## config.mk

```make
export PLATFORM = sky130hd
export DESIGN_NAME = qccc_queue
export DESIGN_NICKNAME = d
export VERILOG_FILES = /design/src/hdl/qccc_pkg.sv /design/src/hdl/qccc_queue.sv
export SDC_FILE = /design/constraint.sdc
export NUM_CORES = 1
export LEC_CHECK = 0
export BUFFER_PORTS_ARGS = -buffer_cell sky130_fd_sc_hd__buf_2
export CAP_MARGIN = 15
export CORE_AREA = 2 2 248 250
export DETAILED_ROUTE_END_ITERATION = 6
export DIE_AREA = 0 0 250 252
export PLACE_DENSITY = 0.77
export SYNTH_ARGS = -nofsm -noshare
export SYNTH_HDL_FRONTEND = slang
export SYNTH_SLANG_ARGS = --single-unit
```

## constraint.sdc

```tcl
create_clock -name clk -period 25.1 [get_ports clk]
set_clock_uncertainty 0.1 [all_clocks]
set_input_delay 1.255 -clock clk [delete_from_list [all_inputs] [get_ports clk]]
set_output_delay 1.255 -clock clk [all_outputs]
set_load 0.05 [all_outputs]
```

## src/hdl/qccc_pkg.sv

```systemverilog
package qccc_pkg;

  localparam int CHIPS_PER_SECTION = 8;
  localparam int SECTION_COUNT     = 16;
  localparam int CODE_LEN          = CHIPS_PER_SECTION * SECTION_COUNT;
  localparam int LINE_LEN          = 2 * CODE_LEN;
  localparam int NUM_LINES         = 4;
  localparam int SCORE_W           = $clog2(CHIPS_PER_SECTION + 1) + 1;
  localparam int BIN_W             = $clog2(SECTION_COUNT);
  localparam int SUM_W             = SCORE_W + 2;
  localparam int DATA_W            = 16;

  localparam logic signed [31:0] SAT_HI = (1 <<< 15) - 1;
  localparam logic signed [31:0] SAT_LO = -(1 <<< 15);

  // line order inside a score set
  localparam int LINE_NI = 0;
  localparam int LINE_NQ = 1;
  localparam int LINE_PI = 2;
  localparam int LINE_PQ = 3;

  localparam logic [1:0] MODE_SINGLE = 2'd0;
  localparam logic [1:0] MODE_PAIR   = 2'd1;
  localparam logic [1:0] MODE_QUAD   = 2'd2;
  localparam logic [1:0] MODE_QUAD_B = 2'd3;

  typedef logic signed [SCORE_W-1:0] score_t;
  typedef score_t [NUM_LINES-1:0][SECTION_COUNT-1:0] score_set_t;

endpackage

```

## src/hdl/qccc_queue.sv

```systemverilog
module qccc_queue import qccc_pkg::*; (
  input  logic       clk,
  input  logic       rst,
  input  logic       push,
  input  score_set_t push_data,
  input  logic       pop,
  output logic       full,
  output logic       head_valid,
  output score_set_t head
);

  score_set_t  entries [2];
  logic        wr_ptr;
  logic        rd_ptr;
  logic [1:0]  count;

  assign full       = (count == 2'd2);
  assign head_valid = (count != 2'd0);
  assign head       = entries[rd_ptr];

  always_ff @(posedge clk) begin
    if (push) begin
      entries[wr_ptr] <= push_data;
    end
  end

  always_ff @(posedge clk) begin
    if (rst) begin
      wr_ptr <= 1'b0;
      rd_ptr <= 1'b0;
      count  <= 2'd0;
    end else begin
      if (push) begin
        wr_ptr <= ~wr_ptr;
      end
      if (pop) begin
        rd_ptr <= ~rd_ptr;
      end
      count <= count + 2'(push) - 2'(pop);
    end
  end

endmodule

```

==> impl_metrics.py <==
metrics = {
    "synthesis": {
        "synth_top_family_by_area": "multiplexers",
        "synthCells": 1017,
        "synth_top_area_share_pct": 77.3,
        "syn_nets": 1343,
        "syn_area_um2": 24800,
        "synth_top_area_cell": "edfxtp_1",
        "synth-adder-area-share_pct": 0.101,
        "synthTopCellsByArea": "edfxtp_1 (77%), mux2_4 (18%), buf_12 (2.7%)",
        "synth_cell_types": 15,
        "yosysSeqAreaShare_pct": 77.7,
        "synth_mux_area_share_pct": 19.0,
        "synth_compound_area_share_pct": 0,
        "synthXorXnorAreaFrac_pct": 0.161,
        "synth-simple-area-share_pct": 0.186,
        "ys_seq_elements": 645,
        "ys_warn_count": 0,
        "postSynthAreaPerCell_um2": 24.4,
    },
    "timing": {
        "slew_headroom_pct": 17.3,
        "setup_viol": 0,
        "period_needed_ns": 6.34,
        "final_hold_viol_count": 0,
        "tns_ns": 0,
        "setup_slack_ns": 18.76,
        "rsz0062_at_grt": "false",
        "holdWs_ns": 0.424,
        "fmax_mhz": 158,
        "worstMarginPinSlew_ns": 1.24,
        "post-route-period-util_pct": 25.3,
        "slew_viol_final": 0,
    },
    "cells_and_area": {
        "multiInputGateArea_um2": 4850,
        "layout_commonest_cell": "buf_2",
        "seq_area_um2": 19300,
        "area_growth_pct": 23.5,
        "final_area_um2": 30700,
        "fill_cells": 4789,
        "drive_gt1_share_pct": 61.2,
        "final_cells": 2549,
        "fin_util_pct": 51.1,
        "finalNetCount": 2031,
        "layout_common_cells": "buf_2 (645), edfxtp_1 (640), mux2_4 (300)",
    },
    "job": {
        "drv_cap": 0,
    },
    "clock_network": {
        "cts_resized": 0,
        "cts_tree": "done",
        "worstSkewPairLatency_ns": 0.59,
        "htree_levels": 3,
        "cts_setup_buffers": 0,
        "clk_path_buf_depth": 3,
        "cts_hold_buffers": 0,
        "clockRootBuffer": "clkbuf_16",
        "cts_sinks": 645,
        "cts_buffers": 66,
        "clk_pin_slew_ns": 0.05,
    },
    "global_routing": {
        "grt_pass1_wl_mm": 76.3,
        "gr-total-overflow": 0,
        "grt_usage_pct": 16.2,
        "antenna_found_initial": 15,
        "grt_pass1_vias": 12722,
        "grt_max_degree": 176,
    },
    "placement": {
        "dp.cells": 2419,
        "portBuffers": 645,
        "dp_slack_ns": 19.37,
        "place_congestion": 0.851,
        "dp_hpwl_mm": 37.7,
        "placed_cell_area_um2": 28500,
    },
    "worst_hold_path": {
        "hold_path_class": "flop to flop",
        "worst_hold_path.num_cells": 2,
    },
    "run_status": {
        "outcome": "complete, no violations",
    },
    "floorplanning": {
        "ioPinCount": 646,
        "core_area_um2": 60100,
        "die_w_um": 250,
        "rows": 90,
        "start_util_pct": 41.3,
        "die_area_um2": 63000,
        "die_h_um": 252,
    },
    "pwr": {
        "power.density_nw_per_um2": 88.9,
        "power_mw": 2.73,
        "power.leakage_nw": 12.1,
        "ir_drop_mv": 0.0728,
    },
    "critical_path": {
        "worst_setup_path_end_kind": "primary output",
        "critPathKind": "flop to primary output",
        "worstPathRequired_ns": 23.74,
        "cp-start-kind": "flop",
        "worst_ep_arrival_time_ns": 4.98,
        "cp_max_fo": 61,
        "worstRegToRegCells": 3,
    },
    "route": {
        "ant_nets": 0,
        "via_count": 12196,
        "wire_per_inst_um": 21.0,
        "initialDrtViolationCount": 779,
        "first_pass_iters": 4,
        "routed_via_density": 4.78,
        "routed_wl_mm": 53.5,
        "drcViolationCount": 0,
    },
}
==> synthesized netlist by cell type <==
| library cell | instances |
|---|---|
| edfxtp_1 | 640 |
| or2_2 | 1 |
| and2_1 | 1 |
| mux2_2 | 20 |
| ha_1 | 2 |
| inv_1 | 2 |
| buf_6 | 1 |
| nor2b_1 | 3 |
| xnor2_1 | 2 |
| dfxtp_1 | 5 |
| mux2_4 | 300 |
| xnor3_1 | 1 |
| nor2_1 | 4 |
| buf_2 | 2 |
| buf_12 | 33 |
==> kinds of logic after synthesis <==
logic type	count (synthesis)
buf+inv	38
mux	320
xor+xnor	3
simple gates	9
fa+ha+maj	2
flops	645
==> power by group <==
group	internal, mW	leakage [nW]	switching [mW]
combinational	0.151	4.99	0.322
clock	0.577	1.06	0.395
sequential	1.26	6.05	0.0231
total	1.99	12.1	0.741
==> per-layer routing <==
layer / wire (um) / GRT usage, %
met1: 18900 / 17.3
met2: 28700 / 28.8
met3: 3720 / 4.99
met4: 2050 / 8.55
met5: 56 / 0
==> final cells by class <==
class                           count  share of cell area, %
Sequential cell                   645                   62.9
Multi-Input combinational cell    334                   15.8
Timing Repair Buffer              656                   10.9
Clock buffer                       77                   5.72
Tap cell                          782                   3.19
Clock inverter                     44                   1.39
Antenna cell                        9                 0.0734
Inverter                            2                 0.0245
==> flip-flops by register name, summed over array words and instances (netlist names), named ones only <==
name	flops
count	2
entries	640
wr_ptr	1
rd_ptr	1
==> path summary, 6_finish.rpt <==
check	startpoint	slack (ns)	to
setup / recovery	flop	18.76	head[310]
hold / removal	rd_ptr	0.42	rd_ptr
setup reg to reg	wr_ptr	21.82	entries[1][261]
hold reg to reg	rd_ptr	0.42	rd_ptr
==> worst max-delay path: stages, from the launching register on <==
cell     delay (ns)
dfxtp_4        1.05
buf_4          0.94
buf_4          0.78
buf_4          0.85
mux2_4         0.36
buf_2          0.21
Power figures use the tool's default switching activity.
