`src/hdl/qccc_pkg.sv`:
```
package qccc_pkg;

  localparam int CHIPS_PER_SECTION = 8;
  localparam int SECTION_COUNT     = 16;
  localparam int CODE_LEN          = CHIPS_PER_SECTION * SECTION_COUNT;
  localparam int LINE_LEN          = 2 * CODE_LEN;
  localparam int NUM_LINES         = 4;
  localparam int SCORE_W           = $clog2(CHIPS_PER_SECTION + 1) + 1;
  localparam int BIN_W             = $clog2(SECTION_COUNT);
  localparam int SUM_W             = SCORE_W + 2;
  localparam int DATA_W            = 16;

  localparam logic signed [31:0] SAT_HI = (1 <<< 15) - 1;
  localparam logic signed [31:0] SAT_LO = -(1 <<< 15);

  // line order inside a score set
  localparam int LINE_NI = 0;
  localparam int LINE_NQ = 1;
  localparam int LINE_PI = 2;
  localparam int LINE_PQ = 3;

  localparam logic [1:0] MODE_SINGLE = 2'd0;
  localparam logic [1:0] MODE_PAIR   = 2'd1;
  localparam logic [1:0] MODE_QUAD   = 2'd2;
  localparam logic [1:0] MODE_QUAD_B = 2'd3;

  typedef logic signed [SCORE_W-1:0] score_t;
  typedef score_t [NUM_LINES-1:0][SECTION_COUNT-1:0] score_set_t;

endpackage

```
`src/hdl/qccc_back.sv`:
```
module qccc_back import qccc_pkg::*; (
  input  logic                     clk,
  input  logic                     rst,
  input  logic                     cfg_write,
  input  logic [1:0]               cfg_data,
  input  logic                     head_valid,
  input  score_set_t               head,
  output logic                     pop,
  output logic                     out_valid,
  input  logic                     out_stall,
  output logic                     frame_kind,
  output logic [BIN_W-1:0]         bin_index,
  output logic signed [DATA_W-1:0] real_part,
  output logic signed [DATA_W-1:0] imag_part,
  output logic                     frame_end,
  output logic                     run_end
);

  logic [1:0]              group_mode;
  logic                    frame;
  logic [BIN_W-1:0]        bin;
  logic [1:0]              shift;
  logic [2:0]              group;
  logic [BIN_W-1:0]        last_bin;
  logic                    load;
  logic                    is_last_bin;
  logic signed [SUM_W-1:0] sum_re, sum_im;
  logic [BIN_W-1:0]        idx;

  function automatic logic signed [DATA_W-1:0] sat16(input logic signed [SUM_W-1:0] v);
    logic signed [31:0] w;
    w = 32'(v);
    if (w > SAT_HI) begin
      return DATA_W'(SAT_HI);
    end else if (w < SAT_LO) begin
      return DATA_W'(SAT_LO);
    end
    return w[DATA_W-1:0];
  endfunction

  always_comb begin
    case (group_mode)
      MODE_SINGLE: shift = 2'd0;
      MODE_PAIR:   shift = 2'd1;
      MODE_QUAD, MODE_QUAD_B: shift = 2'd2;
      default:     shift = 2'd2;
    endcase
    group    = 3'(1 << shift);
    last_bin = BIN_W'((SECTION_COUNT >> shift) - 1);
  end

  always_comb begin
    sum_re = '0;
    sum_im = '0;
    for (int k = 0; k < 4; k++) begin
      idx = BIN_W'((bin << shift) + BIN_W'(k));
      if (3'(k) < group) begin
        sum_re = sum_re + SUM_W'(head[frame ? LINE_PI : LINE_NI][idx]);
        sum_im = sum_im + SUM_W'(head[frame ? LINE_PQ : LINE_NQ][idx]);
      end
    end
  end

  assign is_last_bin = (bin == last_bin);
  assign load        = head_valid && (!out_valid || !out_stall);
  assign pop         = load && frame && is_last_bin;

  always_ff @(posedge clk) begin
    if (rst) begin
      group_mode <= MODE_SINGLE;
      frame      <= 1'b0;
      bin        <= '0;
      out_valid  <= 1'b0;
    end else begin
      if (cfg_write) begin
        group_mode <= cfg_data;
      end
      if (load) begin
        out_valid <= 1'b1;
        if (is_last_bin) begin
          bin   <= '0;
          frame <= ~frame;
        end else begin
          bin <= bin + 1'b1;
        end
      end else if (!out_stall) begin
        out_valid <= 1'b0;
      end
    end
  end

  always_ff @(posedge clk) begin
    if (load) begin
      frame_kind <= frame;
      bin_index  <= bin;
      real_part  <= sat16(sum_re);
      imag_part  <= sat16(sum_im);
      frame_end  <= is_last_bin;
      run_end    <= frame && is_last_bin;
    end
  end

endmodule

```
`config.mk`:
```
export PLATFORM = sky130hd
export DESIGN_NAME = qccc_back
export DESIGN_NICKNAME = d
export VERILOG_FILES = /design/src/hdl/qccc_pkg.sv /design/src/hdl/qccc_back.sv
export SDC_FILE = /design/constraint.sdc
export NUM_CORES = 1
export LEC_CHECK = 0
export ABC_AREA = 0
export BUFFER_PORTS_ARGS = -buffer_cell sky130_fd_sc_hd__buf_2
export CORE_AREA = 2 2 143 145
export DETAILED_ROUTE_END_ITERATION = 8
export DIE_AREA = 0 0 145 147
export GPL_TIMING_DRIVEN = 0
export HOLD_SLACK_MARGIN = 0.02
export PLACE_DENSITY = 0.79
export SYNTH_ARGS = -nofsm -noshare
export SYNTH_HDL_FRONTEND = slang
export SYNTH_SLANG_ARGS = --single-unit
```
`constraint.sdc`:
```
create_clock -name clk -period 16.9 [get_ports clk]
set_input_delay 1.69 -clock clk [delete_from_list [all_inputs] [get_ports clk]]
set_output_delay 1.69 -clock clk [all_outputs]
set_load 0.01 [all_outputs]
```
==> results.md <==
- The flow ran to the end, but the final reports show violations.
- The checks that failed: design-rule violations.
- The launch point of the worst reg-to-reg path is group_mode[0].
- The clock tree synthesis step divided the H-tree into 2 levels.
- In this run the critical register-to-register path is captured at real_part[14].
- The via count normalized by instance count is 6.749.
- The final hold violation count is 0.
- The wire-length estimate of the detail-placed layout is 32540 µm.
- The clock reaches the later pin of the worst-skew pair after 270 ps.
- Dividing the synthesized area by the synthesized cell count gives roughly 11 µm².
- The required time at the endpoint of the critical path is 16960 ps.
- The CTS tree is yes.
- By count the netlist is led by sky130_fd_sc_hd__mux4_2, sky130_fd_sc_hd__mux2i_1, sky130_fd_sc_hd__nand2_1.
- In this run the clock root is driven by a sky130_fd_sc_hd__clkbuf_16.
- The number of synthesized register bits is 29.
- Yosys printed 0 warnings.
- The number of buffers created by CTS is 5.
- In this run the most critical hold path is launched from frame.
- The number of buffers added on ports is 367.
- The signed area change from the synthesized netlist to the final layout is 25.63%.
- After synthesis, the share of flip-flops with an asynchronous set or reset is 0.
- The placer's final routability congestion estimate is 1.029.
- The worst pin sits at a relative slew slack of 0.2706.
- The worst hold path belongs to the class reg -> reg.
- The adder-cell share of the synthesized area is 0.06172.
- VDD sags by at most between 0.04 and 0.05 mV.
- The power density of the placed cells is 76.74 nW/µm².
- The worst hold path cell count is 0.
- The first global-routing pass estimated 58190 µm of wire.
- Setup slack on the worst reg-to-reg path comes out at around 9100 ps.
- For this run, the post-layout net count is 1588.
- The full die area is 21320 µm².
- The number of gates resized after CTS was 0.
- The height of the die is around 150 µm.
- The depth of the worst register-to-register path is 26.
- The time the final worst path needs with I/O delays and setup is 7800 ps.
- Leaving out filler cells and counting taps, the final layout contains 1508.
- The detail route stage leaves a number of antenna-violating nets equal to 0.
- The number of flops mapped to enable cells by yosys is 21.
- The number of DRC violations after detailed routing is 1.
- By area, the combinational part of the netlist is dominated by multiplexers.
- Once placement completed, the tool counted placed cells totaling 1481.
- The most heavily used metal layer in global routing is met2.
- Setup violations remaining at the end of the flow were counted as 0.
- The worst setup timing slack at the placement stage is 9263 ps.
- For this run, global-route usage on met2 was measured as 0.5929.
- The die is 145 µm wide.
- The slew at the pin closest to its max-slew limit is 1094 ps.
- The setup fix buffers added after clock tree synthesis is 0.
- The compound-gate portion of the synthesized area was 0.1238.
- Of the cells placed in the final design, the portion with a size suffix greater than 1 is 0.5578.
- The initial standard-cell utilization of the core is 0.4760.
- Among all flip-flop cells after synthesis, the most frequent one is sky130_fd_sc_hd__edfxtp_1.
- STA classifies the critical path startpoint as a flop.
- The placement row count is 52.
- For this run, global-route usage on met3 was measured as 0.09099.
- The number of violations of the max-capacitance limit is 0.
- The number of antenna violations at the first check in global routing is 13.
- 368 I/O pins were placed.
- Global routing finished with a remaining overflow of 0.
- The synthesized netlist net count is 1213.
- The cell area that synthesis handed to floorplanning was 9447 µm².
- The post-synthesis sequential area ratio is 0.08371.
- The via count of the first global-routing pass came to 10130.
- CTS saw 29 sinks.
- For met1 alone, demand over resource in global routing was 0.4387.
- Setup slack closes at between 9000 and 10000 ps.
- Clock-pin slew was measured on the worst setup and hold paths at roughly 50 ps.
- The leakage power summed over all cells is 5.080 nW.
- By area the synthesized netlist is led by sky130_fd_sc_hd__mux4_2, sky130_fd_sc_hd__mux2i_1, sky130_fd_sc_hd__edfxtp_1, sky130_fd_sc_hd__mux2_2, sky130_fd_sc_hd__ha_1.
- Setup repair after global routing left no endpoint under its margin.
- Measured against the total synthesized area, the mux share comes to 0.5621.
- The number of hold buffers added after CTS was 0.
- The number of distinct library cells after synthesis is 53.
- The core region is slightly below 20000 µm².
- The simple-gate area share of the yosys netlist is 0.05974.
- Before antenna repair, the detailed router went through 8 iterations.
- The biggest area consumer among synthesized cells is sky130_fd_sc_hd__mux4_2.
- Setup total negative slack on the finished layout was measured at 0 ps.
- The highest attainable clock frequency is 128.2 MHz.
- Among all cell types in the netlist, the one instantiated most often is sky130_fd_sc_hd__mux4_2.
- The setup clock skew after layout is 3.908 ps.
- The maximum number of pins on one net before global-route repair is 15.
- After the first detailed-routing iteration, the DRC count stood at about 1200.
- For hold timing, the worst endpoint is frame_kind.
- The gate count of the mapped netlist is 843.
- The detail-routed net length per standard cell is about 27 µm.
- For this run, the total global-route usage over all layers was measured as 0.3606.
- The synthesized-area fraction occupied by xor and xnor cells is 0.03616.
- Tracing the worst setup path back leads to its startpoint at group_mode[0].
- The sort of element at the end of the critical path is a flop.
- The deepest clock path buffer count is 2.
- The worst path arrival time is 7860 ps.
- For this block, the routed nets add up to around 40000 µm of wire.
- The critical setup path kind is reg -> reg.
- The count of vias placed by the detailed router is 10180.
- Along the worst path, the maximum fanout reaches 10.
- The number of pins exceeding their max-slew limit in the final report is 0.
- The share of synthesized area in the top cell type comes to 0.4291.
- The fraction of the cycle the final worst path needs is 0.4615.
==> worst max-delay path by stage <==
stage	endpoint	cells after the start
finish	real_part[14]	26
global route	real_part[14]	26
global placement	real_part[14]	26
CTS	real_part[14]	26
detailed placement	real_part[14]	26
floorplan	imag_part[14]	24
==> placed cells by master (no fill, tap or decap), drive strengths merged, types with 23 or more instances in the layout <==
cell type / n
inv: 41
nand2: 56
o21ai: 52
buf: 434
clkbuf: 35
mux4: 180
xnor2: 23
mux2i: 70
a22oi: 32
ha: 37
a21oi: 35
mux2: 49
==> per-layer routing <==
metal  up-vias  wire length, µm
li1       4187                -
met1      4834            13750
met3       207             5126
met5         -                0
met2       949            18660
met4         0             2491
==> cell families (layout without fill, tap and decap cells) <==
kind of cell | count (synthesis) | in the layout
mux | 299 | 299
compound gates | 180 | 180
buf+inv | 137 | 513
simple gates | 119 | 119
fa+ha+maj | 43 | 43
xor+xnor | 36 | 36
flops | 29 | 29
other cells | 0 | 19
==> metrics by stage <==
step           total power (W)  hold WS [ps]    util  cell area, µm²
4_1_cts              0.0008981         469.0  0.5956           11820
6_report             0.0009107         472.2  0.5980           11870
3_3_place_gp         0.0007749         475.2  0.5856           11620
5_1_grt              0.0009773         488.3  0.5974           11860
2_1_floorplan        0.0006017         409.5       -            9447
3_5_place_dp         0.0007902         453.1  0.5866           11640
==> power by group <==
part | switching, W | internal [W] | total, W
sequential | 0.00000657 | 0.0000924 | 0.0000990
clock | 0.0000305 | 0.0000721 | 0.000103
combinational | 0.000363 | 0.000346 | 0.000709
total | 0.000400 | 0.000511 | 0.000911
==> critical path, cell delays in order (launching register included) <==
cell and delay, ps:
sky130_fd_sc_hd__dfxtp_1 310, sky130_fd_sc_hd__buf_2 170, sky130_fd_sc_hd__buf_2 220, sky130_fd_sc_hd__nand2_1 130
sky130_fd_sc_hd__a21oi_4 300, sky130_fd_sc_hd__buf_6 220, sky130_fd_sc_hd__buf_4 300, sky130_fd_sc_hd__buf_2 440
sky130_fd_sc_hd__inv_1 150, sky130_fd_sc_hd__ha_1 300, sky130_fd_sc_hd__buf_1 740, sky130_fd_sc_hd__clkbuf_1 680
sky130_fd_sc_hd__mux4_2 400, sky130_fd_sc_hd__mux2_2 290, sky130_fd_sc_hd__ha_1 230, sky130_fd_sc_hd__fa_1 430
sky130_fd_sc_hd__xor2_1 190, sky130_fd_sc_hd__mux2_2 270, sky130_fd_sc_hd__ha_1 320, sky130_fd_sc_hd__a21o_1 190
sky130_fd_sc_hd__a21oi_1 220, sky130_fd_sc_hd__o21ai_0 150, sky130_fd_sc_hd__xnor2_1 190, sky130_fd_sc_hd__xnor2_1 150
sky130_fd_sc_hd__xnor2_1 140, sky130_fd_sc_hd__nand2_1 100, sky130_fd_sc_hd__xnor2_1 340
==> registers in the layout, indices dropped and copies added (netlist names), 2 cells and up <==
register,cells
group_mode,2
imag_part,7
bin,4
real_part,7
bin_index,4
==> final cells by class <==
class | instances | area, µm²
multi-input cells | 677 | 7973
repair buffers | 368 | 1852
fillers | 1646 | 7976
flip-flops and latches | 29 | 790.8
diodes | 19 | 47.55
clock inverters | 1 | 5.005
well taps | 270 | 337.8
clock buffers | 7 | 175.2
inverters | 43 | 163.9
plain buffers | 94 | 523.0
Power figures use the tool's default switching activity.
